<file path="src/sv/cfrm_pkg.sv">
package cfrm_pkg;

  localparam int NUM_DIMS = 3;
  localparam int CFG_ADDR_W = 2;

  localparam logic [CFG_ADDR_W-1:0] REG_TIME_STEP = 2'd0;
  localparam logic [CFG_ADDR_W-1:0] REG_DIMS      = 2'd1;

  localparam int TIME_STEP_RESET = 66;
  localparam logic [1:0] DIMS_RESET = 2'd3;

  typedef struct packed {
    logic vld;
    logic slide;
    logic stick;
  } cfrm_ctl_t;

endpackage

</file>
<file path="src/sv/cfrm_div_cell.sv">
module cfrm_div_cell
  import cfrm_pkg::*;
#(
  parameter int DW = 32,
  parameter int PW = 8
) (
  input  logic                          clk_i,
  input  logic                          rst_ni,
  input  logic                          en_i,
  input  logic [DW-1:0]                 norm_i,
  input  logic [NUM_DIMS-1:0][2*DW-2:0] w_i,
  input  logic [PW-1:0]                 pay_i,
  input  cfrm_ctl_t                     ctl_i,
  output logic [DW-1:0]                 norm_o,
  output logic [NUM_DIMS-1:0][2*DW-2:0] w_o,
  output logic [PW-1:0]                 pay_o,
  output cfrm_ctl_t                     ctl_o
);

  // each lane word is {partial remainder, dividend bits left / quotient bits}
  logic [NUM_DIMS-1:0][2*DW-2:0] w_d, w_q;
  logic [DW:0]                   rs, rd;
  logic                          ge;
  logic [DW-1:0]                 norm_q;
  logic [PW-1:0]                 pay_q;
  cfrm_ctl_t                     ctl_q;

  always_comb begin
    rs = '0;
    rd = '0;
    ge = 1'b0;
    for (int d = 0; d < NUM_DIMS; d++) begin
      rs     = {w_i[d][2*DW-2:DW-1], w_i[d][DW-2]};
      ge     = rs >= {1'b0, norm_i};
      rd     = ge ? rs - {1'b0, norm_i} : rs;
      w_d[d] = {rd[DW-1:0], w_i[d][DW-3:0], ge};
    end
  end

  always_ff @(posedge clk_i or negedge rst_ni) begin
    if (!rst_ni) begin
      ctl_q <= '0;
    end else if (en_i) begin
      ctl_q <= ctl_i;
    end
  end

  always_ff @(posedge clk_i) begin
    if (en_i) begin
      w_q    <= w_d;
      norm_q <= norm_i;
      pay_q  <= pay_i;
    end
  end

  assign w_o    = w_q;
  assign norm_o = norm_q;
  assign pay_o  = pay_q;
  assign ctl_o  = ctl_q;

endmodule

</file>
<file path="config.mk">
export PLATFORM = sky130hd
export DESIGN_NAME = cfrm_div_cell
export DESIGN_NICKNAME = d
export VERILOG_FILES = /design/src/sv/cfrm_pkg.sv /design/src/sv/cfrm_div_cell.sv
export SDC_FILE = /design/constraint.sdc
export NUM_CORES = 1
export LEC_CHECK = 0
export ABC_CLOCK_PERIOD_IN_PS = 860
export BUFFER_PORTS_ARGS = -buffer_cell sky130_fd_sc_hd__buf_2
export CAP_MARGIN = 25
export CORE_MARGIN = 3
export CORE_UTILIZATION = 30
export DETAILED_ROUTE_END_ITERATION = 8
export GPL_ROUTABILITY_DRIVEN = 0
export GPL_TIMING_DRIVEN = 0
export PLACE_DENSITY_LB_ADDON = 0.05
export SLEW_MARGIN = 25
export SYNTH_ARGS = -nofsm -noshare
export SYNTH_HDL_FRONTEND = slang
export SYNTH_SLANG_ARGS = --single-unit
</file>
<file path="constraint.sdc">
create_clock -name clk_i -period 0.86 [get_ports clk_i]
set_input_delay 0 -clock clk_i [delete_from_list [all_inputs] [get_ports clk_i]]
set_output_delay 0 -clock clk_i [all_outputs]
set_load 0.02 [all_outputs]
</file>
==> flow_metrics.env <==
export IMPL_hold_path_startpoint="norm_i[1]"
export IMPL_worst_slew_pin_slew_ps=543
export IMPL_clockRootBuffer="clkbuf_16"
export IMPL_end_kind="register"
export IMPL_syn_to_final_growth_pct=70.6
export IMPL_startpoint="norm_i[18]"
export IMPL_grt_total_usage=0.201
export IMPL_avgSynthCellArea_sq_um=12.1
export IMPL_relSlewSlack=0.634
export IMPL_synth_most_common_cell="edfxtp_1"
export IMPL_arrival_ps=2960
export IMPL_worstRegToRegCells=1
export IMPL_synth_top_cell_area_share=0.510
export IMPL_die_w_um=218
export IMPL_post_drt_wl_per_cell_um=20.1
export IMPL_timing_hold_worst_class="in -> reg"
export IMPL_core_region_sq_um=44300
export IMPL_detailed_place_hpwl_mm=38.1
export IMPL_grt_antenna_before_repair=13
export IMPL_finalCritPeriodShare=3.11
export IMPL_drive_above_1_share=0.417
export IMPL_rsz0062_at_grt="true"
export IMPL_worst_setup_path_type="in -> reg"
export IMPL_irDropWorstVdd_uv=1340
export IMPL_number_of_cells_traversed_by_the_worst_hold_path=1
export IMPL_power_per_cell_area_nw_per_um2=1730
export IMPL_routed_via_count=12113
export IMPL_filler_cell_count_in_the_final_layout=3933
export IMPL_finalWorstPathRequiredPeriod_ps=2670
export IMPL_cts_made_buffers=29
export IMPL_cts_tree="built"
export IMPL_placedInstanceArea_sq_um=16900
export IMPL_grt_pass1_wl_mm=72.9
export IMPL_holdWs_ps=-309
export IMPL_setup_viol=331
export IMPL_proportion_of_register_bits_with_asynchronous_set_or_reset_after_synthesis=0.0129
export IMPL_drt_antenna_violating_nets=0
export IMPL_post_synth_num_cell_types=66
export IMPL_cts_buffer_depth=3
export IMPL_synth_largest_area_cell="edfxtp_1"
export IMPL_max_cap_viol_count=0
export IMPL_totalNegativeSetupSlack_ps=-216140
export IMPL_clock_latency_late_sink_ps=550
export IMPL_die_area_sq_um=47500
export IMPL_yosys_top_cells_count="edfxtp_1, ha_1, a21oi_1, nand2_1, inv_1"
export IMPL_hold_violation_total_from_the_final_report=53
export IMPL_detail_route_vias_per_cell=4.78
export IMPL_cts_sink_count=232
export IMPL_synth_area_top_cells="edfxtp_1, ha_1, xnor2_1"
export IMPL_mappedNetlistNets=1448
export IMPL_cts_reportedPaths_clkPinSlew_ps=50
export IMPL_synth_seq_cells=232
export IMPL_grt_pass1_vias=12441
export IMPL_cts_max_level=1
export IMPL_worstReg2RegEnd="ctl_o[1]$_DFFE_PN0P_"
export IMPL_stdcell_area_sq_um=23000
export IMPL_final_net_count=2254
export IMPL_maximum_number_of_pins_on_one_net_before_global_route_repair=87
export IMPL_failed_checks="hold timing, setup timing"
export IMPL_floorplan_initialDensity=0.304
export IMPL_timing_final_max_slew_violations=0
export IMPL_wl_mm=51.1
export IMPL_ys_warnings_count=0
export IMPL_leakage_nw=9.87
export IMPL_min_delay_worst_endpoint="norm_o[1]$_DFFE_PP_"
export IMPL_placementRows=77
export IMPL_most_used_flip_flop_cell_after_synthesis="edfxtp_1"
export IMPL_number_of_remaining_drc_errors=0
export IMPL_boundaryPins=467
export IMPL_dr_first_iter_drc_count=438
export IMPL_reg2reg_slack_ps=90
export IMPL_run_status="finished with violations"
export IMPL_crit_path_max_fanout=8
export IMPL_r2r_start="ctl_o[1]$_DFFE_PN0P_"
export IMPL_drtPass1Iterations=5
export IMPL_max_freq_mhz=374
export IMPL_worst_clock_skew_ps=0
export IMPL_number_of_instances_in_the_synthesized_netlist=1114
export IMPL_floorplan_die_height_um=218
export IMPL_cp_startpoint_kind="primary input"
export IMPL_count_of_flip_flops_with_a_built_in_enable_after_synthesis=229
export IMPL_critical_path_required_ps=1150
export IMPL_synth_seq_area_share=0.515
export IMPL_io_buffers=466
export IMPL_synthesis_area_sq_um=13500
export IMPL_finalCoreUtilization=0.519
export IMPL_setup_slack_after_layout_ps=-1810
export IMPL_grt_ovfl_total=0
==> sequential cells by signal, summed over array words and instances (netlist names) <==
name    count
norm_o     32
ctl_o       3
w_o       189
pay_o       8
==> where the power goes <==
part / internal, W / switching, W
combinational: 0.00718 / 0.00666
clock: 0.00673 / 0.00472
sequential: 0.0141 / 0.000543
==> metrics by stage <==
step	worst slack, ps	hold WS, ps	total power [W]	std cells
final	-1810	-309	0.0399	2536
after global routing	-1910	-327	0.0419	2533
after CTS	-1740	-343	0.0394	2504
after detailed placement	-2760	-200	0.0249	2175
after global placement	-3920	-202	0.0249	2172
after floorplan	-1910	-296	0.0213	1114
==> repair_timing <==
item	CTS	global route
endpoints found under the setup margin	331	361
setup buffers	52	26
pin swaps	20	32
gates resized for setup	314	270
endpoints found under the hold margin	277	55
hold buffers	226	3
gates cloned	4	4
==> critical path, stage by stage <==
cell,delay [ps]
buf_4,130
inv_4,90
ha_4,210
buf_6,130
a211oi_4,220
o211ai_1,140
a21o_1,220
a21oi_2,170
nor2b_2,80
o311ai_4,280
a31oi_1,120
or4_4,440
buf_12,170
buf_12,120
buf_12,130
mux2_4,290
==> routing by layer <==
layer	wire, um	GRT usage
met5	103	0
met4	1220	0.0470
met3	3760	0.0587
met2	25800	0.367
met1	20200	0.231
==> how the worst max path moves through the flow <==
stage,to,slack (ps),cells past startpoint
floorplan,w_o[171]$_DFFE_PP_,-1910,13
global route,w_o[183]$_DFFE_PP_,-1910,16
CTS,w_o[165]$_DFFE_PP_,-1740,15
detailed placement,w_o[61]$_DFFE_PP_,-2760,14
finish,w_o[182]$_DFFE_PP_,-1810,16
global placement,ctl_o[0]$_DFFE_PN0P_,-3920,2
==> cell families (layout without fill, tap and decap cells) <==
family | count (synthesis) | after routing | synth area share
compound gates | 286 | 286 | 0.138
mux | 101 | 101 | 0.0911
buf+inv | 93 | 919 | 0.0295
simple gates | 220 | 220 | 0.0791
fa+ha+maj | 99 | 99 | 0.0935
flops | 232 | 232 | 0.515
other cells | 0 | 4 | 0
xor+xnor | 83 | 83 | 0.0539
==> cells in the final DEF, fill, tap and decap left out, types with 54 or more instances in the layout <==
master	Yosys	layout
a21oi_1	94	82
buf_2	3	269
buf_4	6	60
buf_6	3	202
dlygate4sd3_1	0	229
edfxtp_1	229	229
ha_1	96	65
mux2_4	27	77
nand2_1	62	62
nor2_1	59	54
xnor2_1	55	55
==> cell type report <==
| class | count | area, sq um | share of cell area |
|---|---|---|---|
| multi-input cells | 789 | 7030 | 0.306 |
| well taps | 592 | 741 | 0.0322 |
| plain buffers | 25 | 246 | 0.0107 |
| clock buffers | 33 | 741 | 0.0322 |
| diodes | 4 | 10.0 | 0.000435 |
| flip-flops and latches | 232 | 6950 | 0.302 |
| repair buffers | 783 | 6860 | 0.298 |
| clock inverters | 18 | 149 | 0.00647 |
| inverters | 60 | 287 | 0.0125 |
Note: power is estimated with default switching activity, not from simulation.
