`src/sv/cfrm_pkg.sv`:
```
package cfrm_pkg;

  localparam int NUM_DIMS = 3;
  localparam int CFG_ADDR_W = 2;

  localparam logic [CFG_ADDR_W-1:0] REG_TIME_STEP = 2'd0;
  localparam logic [CFG_ADDR_W-1:0] REG_DIMS      = 2'd1;

  localparam int TIME_STEP_RESET = 66;
  localparam logic [1:0] DIMS_RESET = 2'd3;

  typedef struct packed {
    logic vld;
    logic slide;
    logic stick;
  } cfrm_ctl_t;

endpackage

```
`src/sv/cfrm_sqrt_cell.sv`:
```
module cfrm_sqrt_cell
  import cfrm_pkg::*;
#(
  parameter int DW = 32,
  parameter int PW = 8
) (
  input  logic            clk_i,
  input  logic            rst_ni,
  input  logic            en_i,
  input  logic [DW+1:0]   rem_i,
  input  logic [DW-1:0]   root_i,
  input  logic [2*DW-1:0] rad_i,
  input  logic [PW-1:0]   pay_i,
  input  cfrm_ctl_t       ctl_i,
  output logic [DW+1:0]   rem_o,
  output logic [DW-1:0]   root_o,
  output logic [2*DW-1:0] rad_o,
  output logic [PW-1:0]   pay_o,
  output cfrm_ctl_t       ctl_o
);

  logic [DW+1:0]   rem_s, trial, rem_d, rem_q;
  logic            ge;
  logic [DW-1:0]   root_q;
  logic [2*DW-1:0] rad_q;
  logic [PW-1:0]   pay_q;
  cfrm_ctl_t       ctl_q;

  // bring down the next two radicand bits and try the next root bit
  always_comb begin
    rem_s = {rem_i[DW-1:0], rad_i[2*DW-1 -: 2]};
    trial = {root_i, 2'b01};
    ge    = rem_s >= trial;
    rem_d = ge ? rem_s - trial : rem_s;
  end

  always_ff @(posedge clk_i or negedge rst_ni) begin
    if (!rst_ni) begin
      ctl_q <= '0;
    end else if (en_i) begin
      ctl_q <= ctl_i;
    end
  end

  always_ff @(posedge clk_i) begin
    if (en_i) begin
      rem_q  <= rem_d;
      root_q <= {root_i[DW-2:0], ge};
      rad_q  <= {rad_i[2*DW-3:0], 2'b00};
      pay_q  <= pay_i;
    end
  end

  assign rem_o  = rem_q;
  assign root_o = root_q;
  assign rad_o  = rad_q;
  assign pay_o  = pay_q;
  assign ctl_o  = ctl_q;

endmodule

```
`config.mk`:
```
export PLATFORM = sky130hd
export DESIGN_NAME = cfrm_sqrt_cell
export DESIGN_NICKNAME = d
export VERILOG_FILES = /design/src/sv/cfrm_pkg.sv /design/src/sv/cfrm_sqrt_cell.sv
export SDC_FILE = /design/constraint.sdc
export NUM_CORES = 1
export LEC_CHECK = 0
export BUFFER_PORTS_ARGS = -buffer_cell sky130_fd_sc_hd__buf_2
export CORE_MARGIN = 1
export CORE_UTILIZATION = 43
export CTS_BUF_LIST = sky130_fd_sc_hd__clkbuf_16
export DETAILED_ROUTE_END_ITERATION = 10
export PLACE_DENSITY = 0.76
export RECOVER_POWER = 100
export SYNTH_ARGS = -nofsm -noshare
export SYNTH_HDL_FRONTEND = slang
export SYNTH_SLANG_ARGS = --single-unit
```
`constraint.sdc`:
```
create_clock -name clk_i -period 0.8 [get_ports clk_i]
set_input_delay 0.2 -clock clk_i [delete_from_list [all_inputs] [get_ports clk_i]]
set_output_delay 0.2 -clock clk_i [all_outputs]
set_load 0.01 [all_outputs]
```
==> metrics, run 1 <==
Crit path max-delay family=buffers and inverters; Crit Reg-Reg Endpoint=ctl_o[2]; Worst Setup End Kind=register; f_max=between 400 and 500 MHz; starting density of the core=a little over two fifths; H-tree Lvls=4; initial antenna violation count=2; register area share after synthesis=a little over three fifths; number of global-route vias before repair=6707; slowest stage delay, CP=340 ps; maximum fanout along the worst path=4; design area=between 10000 and 15000 sq um; CP dominant cell by count=buf_4; TritonCTS clock tree=built; P_leak=roughly 5.2 nW; Synth Register Bits=139; Reg clk slew, reported paths=around 70 ps; post-route setup slack=-1290 ps; pre-CTS setup slack=-1860 ps; Cell variety after synth=between 60 and 70; synth warn=0; DRC viols=0; drt wl/cell=18.7 um; Adder-Cell Fraction of Synth Area=under 10%; Worst-Margin Slew=537 ps; max_cap viols=0; layout cell share with drive strength beyond 1=49.0%; Post-synth EDFFs=about 140; detailed-route via count=~6600; Critical Path, Cell by Cell=clkbuf_1 > inv_1 > ha_1 > a21oi_2 > o21ai_0 > nand3_1 > nand3_2 > buf_4 > buf_4 > buf_4 > buf_4 > buf_4 > a21oi_1 > o21bai_1 > o211a_1; unrepaired setup endpoints after global routing=true; Post-Synth XOR/XNOR Area=between 3 and 4%; CP Depth=15; endpoints failing hold=0; failing checks=negative setup slack; worst reg2reg startpoint=ctl_o[2]; post-synthesis compound-gate area fraction=around 14%; status=complete, but fails checks; Netlist Area Pre-Place=roughly 6600 sq um; depth of the worst register-to-register path=2; GRT Resource Usage Total=28.2%; WS Path Type=primary input to register; Period minus WS final=around 2100 ps; Main synth FF type=edfxtp_1; gp weighted congestion=between 0.8 and 0.9; commonest non-fill, non-tap cells in the layout=238 x buf_2, 136 x buf_4, 136 x edfxtp_1, 100 x dlygate4sd3_1, 49 x nand2_1; Mapped Cells=around 530; largest net degree at the start of global routing=41; Final nets=between 1000 and 1500; Worst R2R Setup Slack=-140 ps; cell area after placement=~9400 sq um; Synth Area in Simple Gates=around 8.4%; Max VDD drop=~1.4 mV; Top Ports=approximately 290; asr flop ratio synth=about 2.2%; die footprint=16000 sq um; crit path DAT=between 2000 and 2500 ps; core box area=about 15000 sq um; remaining antenna violation count=0; first-pass GRT wire length=between 30000 and 40000 um; Slew headroom=between 60% and 70%; Hold Crit Depth=2; final wirelength=between 20000 and 25000 um; Hold Crit Class=primary input to register; clock root buffer=clkbuf_16; final setup skew=0 ps; Tcrit/Tclk final=262%; Critical Path RT=between 900 and 1000 ps; Pre-antenna DRT Iters=5; Final Setup Violations=249; Pwr Density=about 1900 nW/um^2; Rows=45; CTS buffer count=17; die height=between 100 and 150 um; Min-Delay Endpoint=ctl_o[1]; most common cell after layout, fill and taps aside=buf_2; CP bufs+invs=7; input/output buffers=280; Tot Pwr=between 20 and 25 mW; post-DP HPWL=between 10000 and 15000 um; vias per cell=a little over 5; Pins Over Slew Limit=0; largest family of logic cells by synthesized area=compound AO/OA/AOI/OAI gates; Layout area overhead=76.4%; Bufs on Longest Clock Path=2; Avg Inst Size Synth=12.6 sq um; hold path start=ctl_i[1]; Die Wd=approximately 130 um; CP Launch Type=primary input; Sink Count=approximately 140; multiplexer share of the synthesized area=less than 1%; CP max stage cell=ha_1; DRT iter0 DRCs=between 300 and 400; GR Overflow Total=0; clock latency on the worst-skew pair=420 ps
worst register-to-register path: cells and delay by family (launching register included):
family                 cells  cell delay (ps)
DFF                        1              410
muxes                      1              280
buffers and inverters      1              130
sequential cells by signal, summed over array words and instances (netlist names):
name    count
root_o     32
pay_o       8
rad_o      62
ctl_o       3
rem_o      34
logic make-up after synthesis:
kind of cell / count (synthesis)
other cells: 1
xor+xnor: 27
fa+ha+maj: 34
flops: 139
mux: 3
simple gates: 116
compound gates: 144
buf+inv: 64
metal layers:
| metal | track usage, % | up-vias | wire [um] |
|---|---|---|---|
| met5 | 0 | - | 0 |
| met4 | 15.2 | 0 | 1110 |
| met3 | 5.57 | 71 | 1330 |
| met2 | 52.1 | 311 | 12700 |
| met1 | 30.4 | 3129 | 8700 |
| li1 | - | 3050 | - |
where the power goes:
part | switching, mW | leakage [nW] | internal [mW]
Clock | 3.47 | 0.267 | 4.06
Sequential | 0.213 | 1.36 | 8.83
Combinational | 3.03 | 3.55 | 3.16
Total | 6.72 | 5.18 | 16.1
synthesized netlist by cell type (4+ instances only):
| cell type | n | area share, % |
|---|---|---|
| ha_1 | 34 | 6.4 |
| xnor2_1 | 14 | 1.8 |
| a211oi_1 | 5 | 0.56 |
| a21o_1 | 11 | 1.2 |
| clkbuf_1 | 6 | 0.34 |
| o21ai_0 | 30 | 2.3 |
| nor2_1 | 21 | 1.2 |
| nand4_1 | 7 | 0.66 |
| o21ai_1 | 16 | 1.2 |
| buf_4 | 5 | 0.56 |
| nand3_1 | 11 | 0.83 |
| inv_1 | 49 | 2.8 |
| o21bai_1 | 6 | 0.68 |
| a21oi_1 | 36 | 2.7 |
| xor2_1 | 13 | 1.7 |
| nor4_1 | 4 | 0.38 |
| o21a_1 | 5 | 0.56 |
| o211ai_1 | 4 | 0.45 |
| edfxtp_1 | 136 | 61 |
| nand2_1 | 53 | 3.0 |
how the worst max path moves through the flow:
stage	startpoint	to
2_1_floorplan	root_i[6]	rem_o[33]
3_3_place_gp	root_i[6]	rem_o[33]
3_5_place_dp	root_i[6]	rem_o[33]
4_1_cts	root_i[10]	rem_o[31]
5_1_grt	root_i[25]	rem_o[33]
6_report	root_i[25]	rem_o[33]
stage by stage:
stage | std cells | TNS (ps) | hold slack, ps | utilization (%)
after global routing | 1274 | -99130 | 11.9 | 77.4
after CTS | 1258 | -89290 | 1.07 | 75.4
after floorplan | 529 | -48250 | -95.6 | -
after detailed placement | 1108 | -77760 | 3.80 | 62.3
final | 1274 | -91290 | 20.1 | 77.4
after global placement | 1108 | -78020 | -0.136 | 62.3
final cells by class:
class                   count  area (sq um)
well taps                 188           235
flip-flops and latches    139          4160
repair buffers            538          3820
clock inverters            15           133
multi-input cells         326          2720
inverters                  49           221
fillers                   942          3420
clock buffers              17           425
diodes                      2          5.00
what timing repair did:
item | CTS | global route
buffers inserted | 18 | 9
setup endpoints to repair | 174 | 176
pin swaps | 34 | 33
hold buffers | 99 | 1
resized for setup | 55 | 48
cloned | 1 | 5
endpoints found under the hold margin | 101 | 1
Note: power is estimated with default switching activity, not from simulation.
==> run 2, diff against run 1 <==
--- a/config.mk
+++ b/config.mk
@@ -11,7 +11,6 @@
 export CTS_BUF_LIST = sky130_fd_sc_hd__clkbuf_16
 export DETAILED_ROUTE_END_ITERATION = 10
 export PLACE_DENSITY = 0.76
-export RECOVER_POWER = 100
 export SYNTH_ARGS = -nofsm -noshare
 export SYNTH_HDL_FRONTEND = slang
 export SYNTH_SLANG_ARGS = --single-unit
==> run 2 against run 1 <==
  * The flow still finishes with violations (negative setup slack)
  * Core utilization is 0.31 points higher
  * Combinational power hardly changed
  * Maximum frequency is 0.63% higher
  * Via count is 0.18% lower
  * Worst hold slack worse by 3.2 ps
  * Critical path type unchanged
  * Largest power group unchanged
==> metrics, run 2 (synthesis results as in run 1) <==
hold path start=ctl_i[1] (unchanged); placed insts=1108 (unchanged); Pwr Density=1940 nW/um^2 (about the same); Hold Crit Depth=2 (unchanged); Final Setup Violations=176 (was 249); final wirelength=23800 um (about the same); Rows=45 (unchanged); final setup skew=0 ps (unchanged); core box area=15100 sq um (unchanged); Crit Reg-Reg Endpoint=ctl_o[2] (unchanged); die footprint=16000 sq um (unchanged); unrepaired setup endpoints after global routing=true (unchanged); Worst R2R Setup Slack=-150 ps (was -140 ps); CP Launch Type=primary input (unchanged); H-tree Lvls=4 (unchanged); pre-CTS setup slack=-1860 ps (unchanged); Critical Path RT=990 ps (about the same); GR Layer Usage met1=30.4% (unchanged); GRT Resource Usage Total=28.2% (unchanged); CTS buffer count=17 (unchanged); commonest non-fill, non-tap cells in the layout=263 x buf_2, 140 x buf_4, 136 x edfxtp_1, 100 x dlygate4sd3_1, 49 x nand2_1 (was 238 x buf_2, 136 x buf_4, 136 x edfxtp_1, 100 x dlygate4sd3_1, 49 x nand2_1); layout cell share with drive strength beyond 1=51.5% (was 49.0%); die height=126 um (unchanged); number of global-route vias before repair=6707 (unchanged); Layout area overhead=77.1% (was 76.4%); WS Path Type=primary input to register (unchanged); endpoints failing hold=0 (unchanged); Largest register FFs=62 (unchanged); Slew headroom=67.2% (was 64.2%); f_max=481 MHz (was 478 MHz); Min-Delay Endpoint=ctl_o[1] (unchanged); clock root buffer=clkbuf_16 (unchanged); Reg clk slew, reported paths=70 ps (about the same); first-pass GRT wire length=34300 um (unchanged); vias per cell=5.14 (was 5.15); DRT iter0 DRCs=370 (was 353); P_leak=5.26 nW (was 5.18 nW); Tcrit/Tclk final=260% (was 262%); maximum fanout along the worst path=6 (was 4); Max VDD drop=1.46 mV (was 1.45 mV); Sink Count=139 (unchanged); drt wl/cell=18.7 um (about the same); worst reg2reg startpoint=ctl_o[2] (unchanged); Die Wd=126 um (unchanged); M2 GR Usage=52.1% (unchanged); Util after Layout=77.7% (was 77.4%); TritonCTS clock tree=built (unchanged); remaining antenna violation count=0 (unchanged); post-route setup slack=-1280 ps (was -1290 ps); Pins Over Slew Limit=0 (unchanged); Hold Crit Class=primary input to register (unchanged); design area=11800 sq um (was 11700 sq um); max_cap viols=0 (unchanged); status=complete, but fails checks (unchanged); starting density of the core=43.9% (unchanged); cell area after placement=9430 sq um (unchanged); post-DP HPWL=14300 um (unchanged); Worst-Margin Slew=488 ps (was 537 ps); initial antenna violation count=2 (unchanged); GR Overflow Total=0 (unchanged); input/output buffers=280 (unchanged); Worst Setup End Kind=register (unchanged); post-route non-filler standard cell count=1274 (unchanged); global routing usage on met3=5.57% (unchanged); DRC viols=0 (unchanged); busiest metal layer after global routing=met2 (unchanged); failing checks=negative setup slack (unchanged); clock latency on the worst-skew pair=420 ps (about the same); depth of the worst register-to-register path=2 (unchanged); most common cell after layout, fill and taps aside=buf_2 (unchanged); Bufs on Longest Clock Path=2 (unchanged); Period minus WS final=2080 ps (was 2090 ps); Setup TNS Final=-90300 ps (was -91290 ps); largest net degree at the start of global routing=41 (unchanged); gp weighted congestion=0.844 (unchanged); Pre-antenna DRT Iters=5 (unchanged); detailed-route via count=6549 (was 6561); Top Ports=285 (unchanged); crit path DAT=2270 ps (was 2280 ps); Hold WS=16.9 ps (was 20.1 ps); Final nets=1249 (unchanged); Tot Pwr=22.8 mW (about the same)
==> run 2: changes by cell type in the layout (fill, tap and decap cells not counted), sizes merged <==
cell / delta
clkbuf: -30
buf: +30
==> run 2: worst max-delay path, stage by stage <==
cell      delay, ps
buf_2           110
inv_1            50
ha_2            310
a21oi_1         200
o21ai_0         160
nand3_1         140
nand3_2         100
buf_4           150
buf_4           120
buf_4           120
buf_4           120
buf_4           110
a21oi_1         180
o21bai_1         90
o211a_1         110
==> run 2: cell type report <==
cell class / instances / area [sq um]
fillers: 914 / 3380
well taps: 188 / 235
diodes: 2 / 5.00
flip-flops and latches: 139 / 4160
clock inverters: 15 / 133
clock buffers: 17 / 425
inverters: 49 / 221
repair buffers: 538 / 3870
multi-input cells: 326 / 2720
==> run 2: where the power goes <==
part	leakage (nW)	switching (mW)	internal (mW)
combinational	3.62	3.03	3.19
sequential	1.36	0.215	8.83
clock	0.267	3.50	4.06
total	5.26	6.75	16.1
==> run 2: what timing repair did <==
item,4_1_cts,5_1_grt
hold endpoints to repair,101,1
cloned,1,5
endpoints found under the setup margin,174,176
gates resized for setup,55,48
pin swaps,34,33
hold buffers,99,1
buffers inserted,18,9
==> run 2: worst max-delay path by stage <==
| stage | startpoint | end | slack, ps | depth (start not counted) |
|---|---|---|---|---|
| after global routing | root_i[27] | rem_o[33] | -1400 | 15 |
| final | root_i[27] | rem_o[33] | -1280 | 15 |
| after global placement | root_i[6] | rem_o[33] | -1780 | 11 |
| after floorplan | root_i[6] | rem_o[33] | -1470 | 10 |
| after CTS | root_i[10] | rem_o[31] | -1220 | 13 |
| after detailed placement | root_i[6] | rem_o[33] | -1860 | 11 |
==> run 2: metal layers <==
metal	vias up	share of wire (%)	wire [um]
met5	-	0	0
met4	0	4.5	1080
met3	67	5.6	1340
met2	300	53	12700
met1	3132	36	8690
li1	3050	-	-
==> run 3, diff against run 2 <==
--- a/config.mk
+++ b/config.mk
@@ -10,7 +10,10 @@
 export CORE_UTILIZATION = 43
 export CTS_BUF_LIST = sky130_fd_sc_hd__clkbuf_16
 export DETAILED_ROUTE_END_ITERATION = 10
+export GPL_TIMING_DRIVEN = 1
 export PLACE_DENSITY = 0.76
+export REMOVE_ABC_BUFFERS = 1
+export SLEW_MARGIN = 20
 export SYNTH_ARGS = -nofsm -noshare
 export SYNTH_HDL_FRONTEND = slang
 export SYNTH_SLANG_ARGS = --single-unit
==> run 3 against run 2 <==
  * The flow still finishes with violations (negative setup slack)
  * Clock-buffer cell count stayed put
  * Sequential share of layout area down 0.090 points
  * Sequential power barely moved
  * Worst setup slack got worse by 170 ps
  * Core utilization grew 0.20 points
  * Largest power group unchanged
  * First-iteration DRC count up 34%
==> metrics, run 3 (synthesis results as in run 1) <==
first-pass GRT wire length=37500 um (was 34300 um); Layout area overhead=77.5% (was 77.1%); f_max=445 MHz (was 481 MHz); detailed-route via count=6843 (was 6549); Reg clk slew, reported paths=60 ps (was 70 ps); Final nets=1241 (was 1249); GRT Resource Usage Total=31.5% (was 28.2%); GR Overflow Total=0 (unchanged); Hold Crit Class=primary input to register (unchanged); max_cap viols=0 (unchanged); Pins Over Slew Limit=0 (unchanged); unrepaired setup endpoints after global routing=true (unchanged); die footprint=16000 sq um (unchanged); DRT iter0 DRCs=497 (was 370); P_leak=5.27 nW (was 5.26 nW); commonest non-fill, non-tap cells in the layout=262 x buf_2, 136 x edfxtp_1, 129 x buf_4, 99 x dlygate4sd3_1, 46 x nand2_1 (was 263 x buf_2, 140 x buf_4, 136 x edfxtp_1, 100 x dlygate4sd3_1, 49 x nand2_1); layout cell share with drive strength beyond 1=52.5% (was 51.5%); fill count=838 (was 914); vias per cell=5.41 (was 5.14); gp weighted congestion=0.875 (was 0.844); number of global-route vias before repair=6795 (was 6707); largest net degree at the start of global routing=39 (was 41); CP Launch Type=primary input (unchanged); starting density of the core=43.9% (unchanged); Sink Count=139 (unchanged); status=complete, but fails checks (unchanged); final wirelength=26200 um (was 23800 um); WS Path Type=primary input to register (unchanged); drt wl/cell=20.7 um (was 18.7 um); Tcrit/Tclk final=281% (was 260%); H-tree Lvls=4 (unchanged); Bufs on Longest Clock Path=2 (unchanged); TritonCTS clock tree=built (unchanged); clock latency on the worst-skew pair=410 ps (was 420 ps); Top Ports=285 (unchanged); failing checks=negative setup slack (unchanged); final setup skew=0 ps (unchanged); die height=126 um (unchanged); post-route setup slack=-1450 ps (was -1280 ps); Tot Pwr=23.1 mW (was 22.8 mW); design area=11800 sq um (about the same); Critical Path RT=960 ps (was 990 ps); Pwr Density=1960 nW/um^2 (was 1940 nW/um^2); input/output buffers=280 (unchanged); most common cell after layout, fill and taps aside=buf_2 (unchanged); post-DP HPWL=15000 um (was 14300 um); Rows=45 (unchanged); DRC viols=0 (unchanged); endpoints failing hold=0 (unchanged); crit path DAT=2410 ps (was 2270 ps); Period minus WS final=2250 ps (was 2080 ps); Final Setup Violations=176 (unchanged); Die Wd=126 um (unchanged); remaining antenna violation count=0 (unchanged); Worst Setup End Kind=register (unchanged); Max VDD drop=1.42 mV (was 1.46 mV); Largest register FFs=62 (unchanged); maximum fanout along the worst path=6 (unchanged); Pre-antenna DRT Iters=6 (was 5); initial antenna violation count=2 (unchanged); cell area after placement=9270 sq um (was 9430 sq um); clock root buffer=clkbuf_16 (unchanged); CTS buffer count=17 (unchanged); core box area=15100 sq um (unchanged)
==> run 3: cell count changes in the layout (fill, tap and decap cells not counted), moves of 3 or more <==
cell       before  now
ha_4           20   17
clkbuf_16      20   17
buf_4         140  129
o21ai_1        22    6
ha_1           13   17
o21ai_2         8   24
nand2_1        49   46
==> run 3: through the flow <==
step | TNS [ps] | hold WS (ps) | instances | setup slack (ps) | utilization [%]
3_3_place_gp | -77860 | -2.32 | 1110 | -1830 | 61.2
6_report | -95000 | 14.2 | 1266 | -1450 | 77.9
4_1_cts | -91650 | 1.00 | 1257 | -1330 | 76.1
5_1_grt | -102780 | 10.2 | 1266 | -1510 | 77.9
3_5_place_dp | -78880 | 1.10 | 1110 | -1870 | 61.2
2_1_floorplan | -119760 | -95.6 | 514 | -3590 | -
==> run 3: critical path, cell delays in order <==
cell	delay, ps
buf_2	110
inv_1	130
ha_4	230
buf_4	160
a21oi_1	320
o21ai_0	260
a2bb2oi_2	240
o21ai_4	120
buf_4	150
a21boi_1	190
xor2_1	230
o21ai_2	80
==> run 3: cell type report <==
cell class	instances	area, sq um	share of cell area, %
clock buffer	17	425	3.61
timing repair buffer	530	3840	32.6
clock inverter	15	128	1.08
antenna	2	5.00	0.0424
multi-input combinational	326	2810	23.8
sequential	139	4160	35.2
inverter	49	196	1.66
tap	188	235	1.99
==> run 3: final timing paths <==
check                            from   endpoint  slack (ps)  depth (start not counted)
max reg2reg                  ctl_o[0]   ctl_o[0]         -90                          2
min reg2reg                  ctl_o[1]   ctl_o[1]         580                          1
max                        root_i[20]  rem_o[27]       -1450                         12
min in group asynchronous      rst_ni   ctl_o[0]         110                          2
max in group asynchronous      rst_ni   ctl_o[2]         570                          2
min                         root_i[0]  root_o[1]          10                          1
==> run 3: metal layers <==
metal / vias up / wire length [um] / track usage [%]
met2: 430 / 13400 / 56.0
met1: 3256 / 9220 / 34.2
met3: 121 / 1800 / 6.24
li1: 3036 / - / -
met5: - / 0 / 0
met4: 0 / 1820 / 20.5
==> run 3: where the power goes <==
group          internal (mW)  leakage, nW  switching, mW
logic                   3.25         3.64           3.30
registers               8.83         1.36          0.233
clock network           4.07        0.267           3.43
==> run 3: timing repair <==
| item | CTS | global route |
|---|---|---|
| hold buffers | 100 | 0 |
| buffers inserted | 11 | 13 |
| endpoints found under the hold margin | 102 | 0 |
| cloned | 5 | 0 |
| pin swaps | 46 | 32 |
| gates resized for setup | 108 | 68 |
| setup endpoints to repair | 174 | 176 |
